$ cat config.mk
export PLATFORM = sky130hd
export DESIGN_NAME = bfwt_divider
export DESIGN_NICKNAME = d
export VERILOG_FILES = /design/src/rtl/core/bfwt_pkg.sv /design/src/rtl/core/bfwt_divider.sv
export SDC_FILE = /design/constraint.sdc
export NUM_CORES = 1
export LEC_CHECK = 0
export BUFFER_PORTS_ARGS = -buffer_cell sky130_fd_sc_hd__buf_2
export CORE_MARGIN = 5
export CORE_UTILIZATION = 50
export DETAILED_ROUTE_END_ITERATION = 8
export GPL_ROUTABILITY_DRIVEN = 0
export PLACE_DENSITY_LB_ADDON = 0.25
export SLEW_MARGIN = 20
export SYNTH_ARGS = -nofsm -noshare
export SYNTH_HDL_FRONTEND = slang
export SYNTH_SLANG_ARGS = --single-unit
$ cat constraint.sdc
create_clock -name clk -period 3.1 [get_ports clk]
set_clock_uncertainty 0.2 [all_clocks]
set_input_delay 0.155 -clock clk [delete_from_list [all_inputs] [get_ports clk]]
set_output_delay 0.155 -clock clk [all_outputs]
set_load 0.01 [all_outputs]
$ cat src/rtl/core/bfwt_pkg.sv
// Package for the bucketed feature weight table: widths, command codes, shared types.
// No dependencies.
package bfwt_pkg;

    localparam int TABLE_ENTRIES = 64;
    localparam int FEATURE_DIMS  = 2;
    localparam int IDX_W         = $clog2(TABLE_ENTRIES);
    localparam int CNT_W         = $clog2(TABLE_ENTRIES + 1);
    localparam int KEY_W         = 64;
    localparam int WORD_W        = 32;
    localparam int SIZE_W        = 31;

    typedef enum logic [1:0] {
        CMD_QUERY  = 2'd0,
        CMD_UPDATE = 2'd1,
        CMD_CLEAR  = 2'd2,
        CMD_NONE   = 2'd3
    } cmd_t;

    localparam logic REG_BUCKET_SIZE_0 = 1'b0;
    localparam logic REG_BUCKET_SIZE_1 = 1'b1;

    // Search result passed from the search engine to the top level.
    typedef struct packed {
        logic             hit;
        logic [IDX_W-1:0] hit_idx;
        logic             have_free;
        logic [IDX_W-1:0] free_idx;
    } search_res_t;

endpackage

$ cat src/rtl/core/bfwt_divider.sv
// Restoring divider: signed dividend by unsigned divisor, truncating toward zero.
// Depends on bfwt_pkg. One quotient bit per cycle.
module bfwt_divider
(
    input  logic                           clk,
    input  logic                           rst_n,
    input  logic                           start,
    input  logic [bfwt_pkg::WORD_W-1:0]    dividend,
    input  logic [bfwt_pkg::SIZE_W-1:0]    divisor,
    output logic                           done,
    output logic [bfwt_pkg::WORD_W-1:0]    quotient
);
    import bfwt_pkg::*;

    localparam int STEP_W = $clog2(WORD_W + 1);

    logic [WORD_W-1:0] rem_reg, rem_next;
    logic [WORD_W-1:0] quo_reg, quo_next;
    logic [SIZE_W-1:0] dsr_reg, dsr_next;
    logic              neg_reg, neg_next;
    logic [STEP_W-1:0] cnt_reg, cnt_next;
    logic              busy_reg, busy_next;
    logic              done_reg, done_next;
    logic [WORD_W:0]   trial;
    logic [WORD_W-1:0] q_mag;

    assign trial = {rem_reg, quo_reg[WORD_W-1]} - {2'b00, dsr_reg};
    assign q_mag = quo_reg;

    always_comb
    begin
        rem_next  = rem_reg;
        quo_next  = quo_reg;
        dsr_next  = dsr_reg;
        neg_next  = neg_reg;
        cnt_next  = cnt_reg;
        busy_next = busy_reg;
        done_next = 1'b0;
        if (start)
        begin
            neg_next  = dividend[WORD_W-1];
            quo_next  = dividend[WORD_W-1] ? (WORD_W'(0) - dividend) : dividend;
            rem_next  = '0;
            dsr_next  = divisor;
            cnt_next  = STEP_W'(WORD_W);
            busy_next = 1'b1;
            if (divisor == '0)
            begin
                quo_next  = '0;
                neg_next  = 1'b0;
                busy_next = 1'b0;
                done_next = 1'b1;
            end
        end
        else if (busy_reg)
        begin
            if (!trial[WORD_W])
            begin
                rem_next = trial[WORD_W-1:0];
                quo_next = {quo_reg[WORD_W-2:0], 1'b1};
            end
            else
            begin
                rem_next = {rem_reg[WORD_W-2:0], quo_reg[WORD_W-1]};
                quo_next = {quo_reg[WORD_W-2:0], 1'b0};
            end
            cnt_next = cnt_reg - STEP_W'(1);
            if (cnt_reg == STEP_W'(1))
            begin
                busy_next = 1'b0;
                done_next = 1'b1;
            end
        end
    end

    always_ff @(posedge clk or negedge rst_n)
    begin
        if (!rst_n)
        begin
            busy_reg <= 1'b0;
            done_reg <= 1'b0;
            cnt_reg  <= '0;
        end
        else
        begin
            busy_reg <= busy_next;
            done_reg <= done_next;
            cnt_reg  <= cnt_next;
        end
    end

    always_ff @(posedge clk)
    begin
        rem_reg <= rem_next;
        quo_reg <= quo_next;
        dsr_reg <= dsr_next;
        neg_reg <= neg_next;
    end

    assign done     = done_reg;
    assign quotient = neg_reg ? (WORD_W'(0) - q_mag) : q_mag;

endmodule

# Yosys cells after proc, flatten, opt, wreduce, memory -nomap -nowiden
# Index checks and enable logic that the tools add are counted.
# word_totals
wordCells	31
in_bits	66
out_inout_bits	33
reg_bits	104
# classes
n_mux	17
reduce_logical	2
n_eq_ne	1
add_sub_neg	4
# ops
operator	n
$mux W32	6
$sub A1 B32 Y32 const A	2
$sub A33 B31 Y33	1
$logic_not A31 Y1	1
$mux W6	2
$mux W1	9
$eq A6 B1 Y1 const B	1
$sub A6 B1 Y6 const B	1
$reduce_bool A2 Y1	1

# Depth between registers and ports, before layout
# Gate-level depths: netlist (run 1).
# depth
depth_word	4
mapped_depth	14
ltp_nobuf	12

# Least setup slack after synthesis (run 1)
# Ideal clock, no wire load.
# synth_path
path_kind	register to register
startpoint	register quo_reg[31] (netlist: q_mag[31])
endpoint	register rem_reg[29]
n_path_buf	2
stages_incl_launch_ff	15
arrival_ns	3.005
required_ns	2.766
setup_time_ns	0.134
period_less_slack_ns	3.339
slack_ns	-0.239
path_cell_list	edfxtp_1 -> inv_1 -> ha_1 -> fa_1 -> nor2b_1 -> o31a_1 -> o211a_1 -> a41o_1 -> a21o_1 -> a31oi_1 -> a311o_1 -> buf_2 -> buf_2 -> a2111oi_0 -> a21oi_1
# synth_between
elab_chain_cells	2
# synth_lines
element	line	source
start, declared	bfwt_divider.sv:18	logic [WORD_W-1:0] quo_reg, quo_next;
start signal, assigned	bfwt_divider.sv:95	quo_reg <= quo_next;
$sub A33 B31 Y33	bfwt_divider.sv:27	assign trial = {rem_reg, quo_reg[WORD_W-1]} - {2'b00, dsr_reg};
$mux W32	bfwt_divider.sv:57	if (!trial[WORD_W])
end signal, assigned	bfwt_divider.sv:94	rem_reg <= rem_next;
end, declared	bfwt_divider.sv:17	logic [WORD_W-1:0] rem_reg, rem_next;
# No other way between the ends.
# A chain may end at the register's enable or synchronous reset.

# Worst setup path after layout (run 1)
# layout_path
startpoint	register quo_reg[4] (netlist: q_mag[4])
endpoint	output quotient[31] (netlist name)
# layout_between
elab_chain_cells	2
# layout_lines
element	line	source
$sub A1 B32 Y32	bfwt_divider.sv:101	assign quotient = neg_reg ? (WORD_W'(0) - q_mag) : q_mag;
$mux W32	bfwt_divider.sv:101	
end, declared	bfwt_divider.sv:11	output logic [bfwt_pkg::WORD_W-1:0] quotient
# No other way between the ends.

==> impl_metrics.ini, run 1 <==
[status]
outcome = finished with violations
violations = setup timing

[floorplanning]
start_util_pct = 51.5
dieArea_um2 = 16900
core_area_um2 = 14000
die_h_um = 130
row_count = 43
io_pins = 99
die_w_um = 130

[critical_path]
critPathLaunchType = flip-flop
required_ns = 2.74
reg2reg_slack_ns = -0.22
reg2reg_from = q_mag[31]$_DFFE_PP_
critPathCaptureType = output port
critPathLaunch = q_mag[4]$_DFFE_PP_
crit_arrival_ns = 3.03
cp_max_fo = 3
r2r-end = rem_reg[27]$_SDFFE_PP0P_
critPathKind = reg -> out
r2r_cells = 14

[route]
drtIter0Drc = 448
routedWlPerCell_um = 16.7
drc = 0
vias_per_cell = 5.79
via_count = 6731
drtPass1Iterations = 5
drt-total-wl_mm = 19.4
detail-route-antenna-nets = 0

[min_path]
worstHoldStart = dividend[19]
hold_depth = 3
hold_end = q_mag[19]$_DFFE_PP_
hp-class = in -> reg

[timing]
maxSlewViolCount = 0
relSlewSlack_pct = 54.9
rsz0062_at_grt = yes
report.final.setup_viol = 37
fin_crit_ns = 3.38
whs_ns = 0.0109
worst_pin_slew_ns = 0.676
period_share_pct = 109
fin_ws_ns = -0.280
finalHoldViolations = 0
fmax_mhz = 296

[clock_tree]
cts_buffers = 9
cts_tree = built
cts_max_level = 3
clk_pin_slew_ns = 0.07
clock-root-buffer = clkbuf_16
insertion_delay_ns = 0.36
clockBufferDepth = 2
cts_sinks = 104

[final_layout]
drive_above_1_share_pct = 26.4
fin_nets = 1079
register_area_um2 = 2760
final_area_um2 = 9470
diodes = 0
final_cells = 1162
multiInputGateArea_um2 = 4320
finish.utilization_pct = 67.7
syn_to_final_growth_pct = 31.4
nFillCells = 1075

[placement]
detailed_place_hpwl_mm = 13.5
numPortBuffers = 98
place_inst = 1090
place_area_um2 = 8300
dp_slack_ns = -0.208

[yosys]
synth-main-ff-cell = edfxtp_1
ys_types = 65
ys_top_cells_by_count = inv_1 (67), edfxtp_1 (64), xnor2_1 (57)
syn-cell-area_um2 = 7200
async_reset_ff_share_pct = 7.69
synth_area_leaders = edfxtp_1 (27%), dfxtp_1 (8.9%), xnor2_1 (6.9%)
yosys_warnings = 0
ys_seq_area_share_pct = 38.3
post-synth-top-count-cell = inv_1
synth_area_leader_cell = edfxtp_1
synth_top_cell_area_share_pct = 26.7
synth-edff-count = 64
netlist_instances = 785
synth_nets = 887
synth_seq_cells = 104
syn_area_per_cell_um2 = 9.18

[grt]
met1_usage_pct = 29.8
grt_use_total_pct = 23.2
met3_usage_pct = 3.11
grt_pass1_vias = 6581
grt_pass1_wl_mm = 31.7
grtUsageMet2_pct = 39.8
grt_max_degree = 65
antenna_found_initial = 0
busiest_layer = met2
overflow = 0

[power_and_ir_drop]
p_leak_nw = 4.12
ir_worst_vdd_mv = 0.354
power.density_nw_per_um2 = 711

[run]
maxCapViolations = 0
-- logic make-up after synthesis --
group	Yosys count	synth area share, %
AO/OA/AOI/OAI	221	21.1
AND/OR/NAND/NOR	202	14.3
buffers and inverters	110	5.90
flip-flops	104	38.3
XOR/XNOR	89	10.8
adder cells (fa/ha/maj)	36	6.36
multiplexers	23	3.20
-- cell type report --
| type | count | share of cell area, % |
|---|---|---|
| clock inverters | 5 | 0.621 |
| flip-flops and latches | 104 | 29.2 |
| multi-input cells | 572 | 45.7 |
| repair buffers | 222 | 17.0 |
| inverters | 68 | 2.70 |
| well taps | 180 | 2.38 |
| clock buffers | 11 | 2.46 |
-- cells in the final DEF, fill, tap and decap left out, types with 33 or more instances in the layout --
| master | synthesis | final |
|---|---|---|
| buf_2 | 4 | 97 |
| buf_4 | 2 | 79 |
| inv_1 | 67 | 65 |
| edfxtp_1 | 64 | 64 |
| xnor2_1 | 57 | 56 |
| nor2_1 | 56 | 55 |
| o21ai_0 | 47 | 45 |
| nand2_1 | 43 | 42 |
| dlygate4sd3_1 | 0 | 38 |
| ha_1 | 35 | 33 |
-- worst max-delay path by stage --
stage | end | cells past startpoint
2_1_floorplan | rem_reg[31]$_SDFFE_PP0P_ | 13
3_3_place_gp | q_mag[23]$_DFFE_PP_ | 8
3_5_place_dp | rem_reg[5]$_SDFFE_PP0P_ | 13
4_1_cts | quotient[31] | 9
5_1_grt | quotient[31] | 9
6_report | quotient[31] | 9
-- report_power, final --
group | internal [mW] | switching, mW
Combinational | 1.79 | 1.82
Sequential | 1.75 | 0.223
Clock | 0.627 | 0.521
Total | 4.16 | 2.57
-- routing by layer --
layer	vias up	wire (um)	part of all wire, %
li1	3274	-	-
met3	31	1070	5.5
met4	0	480	2.5
met2	217	9410	48
met1	3209	8470	44
met5	-	0	0
-- metrics by stage --
stage | total power, mW | TNS (ns)
floorplan | 4.08 | -0.856
global placement | 4.82 | -1.29
detailed placement | 4.90 | -4.90
CTS | 6.75 | -6.11
global route | 7.17 | -10.26
finish | 6.73 | -4.49
-- timing repair --
item | CTS | global route
hold endpoints to repair | 47 | 0
gates resized for setup | 43 | 24
pin swaps | 35 | 13
buffers inserted | 11 | 5
endpoints found under the setup margin | 39 | 43
cloned | 5 | 0
hold buffers | 38 | 0
-- worst max-delay path, cell delays in order, from the launching register on --
cell and delay, ns:
edfxtp_1 0.40, nor3_2 0.24, nand4_1 0.14, or4_4 0.45, or3_4 0.36, or4_4 0.48, o31ai_4 0.20, buf_4 0.15
xnor2_2 0.09, buf_2 0.15
No activity file was read; power rests on OpenSTA's default activity.
==> inputs of run 2 (changes only) <==
==> constraint.sdc (replaced) <==
create_clock -name clk -period 2.9 [get_ports clk]
set_clock_uncertainty 0.2 [all_clocks]
set_input_delay 0.145 -clock clk [delete_from_list [all_inputs] [get_ports clk]]
set_output_delay 0.145 -clock clk [all_outputs]
set_load 0.01 [all_outputs]
==> run 2 against run 1 <==
  * The flow finishes with violations (hold timing, setup timing)
  * Register-to-register slack got worse by 0.22 ns
  * Clock power increased by 9.6%
  * Sequential share of layout area decreased by 1.5 points
  * Via count increased by 7.2%
  * Worst setup slack got worse by 0.29 ns
  * Critical path depth decreased by 1
  * Cell count increased by 5.9%
  * Core utilization increased by 3.8 points
  * Critical path type unchanged
  * Sequential power increased by 7%
  * Final area increased by 5.6%
  * Combinational power increased by 18%
==> impl_metrics.ini, run 2 (synthesis results as in run 1) <==
[floorplanning]
core_area_um2 = 14000
dieArea_um2 = 16900
start_util_pct = 51.5
die_h_um = 130
die_w_um = 130
row_count = 43
io_pins = 99

[final_layout]
drive_above_1_share_pct = 30.8
diodes = 0
register_area_um2 = 2760
multiInputGateArea_um2 = 4330
syn_to_final_growth_pct = 38.7
final_common_cell = buf_4
final_cell_mix = buf_4 (142), buf_2 (97), inv_1 (64), edfxtp_1 (64), xnor2_1 (57)
nFillCells = 1032
final_cells = 1230
fin_nets = 1147

[route]
drtPass1Iterations = 5
detail-route-antenna-nets = 0
routedWlPerCell_um = 17.7
drt-total-wl_mm = 21.8
drtIter0Drc = 475
via_count = 7214
vias_per_cell = 5.87
drc = 0

[placement]
detailed_place_hpwl_mm = 15.0
numPortBuffers = 98
place_inst = 1158

[clock_tree]
cts_buffers = 9
clk_pin_slew_ns = 0.08
clock-root-buffer = clkbuf_16
cts_tree = built
clockBufferDepth = 2
insertion_delay_ns = 0.37
cts_sinks = 104
cts_max_level = 3

[power_and_ir_drop]
power.density_nw_per_um2 = 763
p_leak_nw = 4.47
ir_worst_vdd_mv = 0.538

[status]
violations = hold timing, setup timing
outcome = finished with violations

[timing]
period_share_pct = 120
report.final.setup_viol = 42
whs_ns = -0.0227
fin_crit_ns = 3.47
worst_pin_slew_ns = 0.633
fin_setup_tns_ns = -14.57
rsz0062_at_grt = yes
relSlewSlack_pct = 57.8
fin_ws_ns = -0.569
finalHoldViolations = 1
fmax_mhz = 288
maxSlewViolCount = 0

[grt]
grt_pass1_vias = 7260
grt_pass1_wl_mm = 34.7
grt_use_total_pct = 25.6
grt_max_degree = 61
overflow = 0
antenna_found_initial = 0

[critical_path]
crit_arrival_ns = 3.12
critPathKind = reg -> out
cp_max_fo = 3
critPathCaptureType = output port
critPathLaunchType = flip-flop
required_ns = 2.56

[min_path]
hp-class = in -> reg

[run]
maxCapViolations = 0
-- run 2: cell type report --
class	instances	area share, %
repair buffers	291	21.3
inverters	68	2.55
multi-input cells	571	43.3
well taps	180	2.25
flip-flops and latches	104	27.7
clock inverters	5	0.563
clock buffers	11	2.43
-- run 2: per-layer routing --
metal | wire [um] | global-route usage (%) | share of wire [%]
met1 | 8460 | 30.1 | 39
met2 | 11200 | 45.9 | 51
met3 | 1240 | 3.07 | 5.7
met4 | 870 | 12.7 | 4.0
met5 | 0 | 0 | 0
-- run 2: path summary, 6_finish.rpt --
| kind | startpoint | endpoint | slack, ns | cells after the start |
|---|---|---|---|---|
| setup / recovery | q_mag[2]$_DFFE_PP_ | quotient[27] | -0.57 | 8 |
| max in group asynchronous | rst_n | busy_reg$_DFF_PN0_ | 1.66 | 3 |
| min in group asynchronous | rst_n | cnt_reg[5]$_DFFE_PN0P_ | 0.54 | 3 |
| hold reg to reg | rem_reg[25]$_SDFFE_PP0P_ | rem_reg[25]$_SDFFE_PP0P_ | 0.31 | 2 |
| setup reg to reg | q_mag[31]$_DFFE_PP_ | rem_reg[19]$_SDFFE_PP0P_ | -0.44 | 14 |
| hold / removal | dividend[30] | q_mag[30]$_DFFE_PP_ | -0.02 | 3 |
-- run 2: through the flow --
stage | instance area [um^2] | setup WS (ns) | power (mW) | utilization [%]
CTS | 9840 | -0.414 | 7.45 | 70.3
floorplan | 7270 | -0.291 | 4.38 | -
detailed placement | 8840 | -0.442 | 5.68 | 63.2
global placement | 8840 | -0.312 | 5.56 | 63.2
global route | 10000 | -0.686 | 8.06 | 71.5
finish | 10000 | -0.569 | 7.63 | 71.5
-- run 2: where the power goes --
group,leakage [nW],internal (mW),total (mW),switching [mW]
sequential,1.02,1.87,2.10,0.233
combinational,3.31,2.18,4.26,2.08
clock,0.145,0.692,1.26,0.572
total,4.47,4.74,7.63,2.88
-- run 2: critical path, cell delays in order, from the launching register on --
cell	delay, ns
edfxtp_1	0.42
nor3_2	0.23
nand4_1	0.15
or4_4	0.47
or3_4	0.37
or4_4	0.47
o21ai_0	0.30
xnor2_1	0.19
buf_2	0.18
-- run 2: timing repair --
item | 4_1_cts | 5_1_grt
setup buffers | 14 | 4
hold buffers | 40 | 0
gates resized for setup | 38 | 32
endpoints found under the hold margin | 55 | 0
pin swaps | 17 | 26
setup endpoints to repair | 44 | 53
cloned | 1 | 0
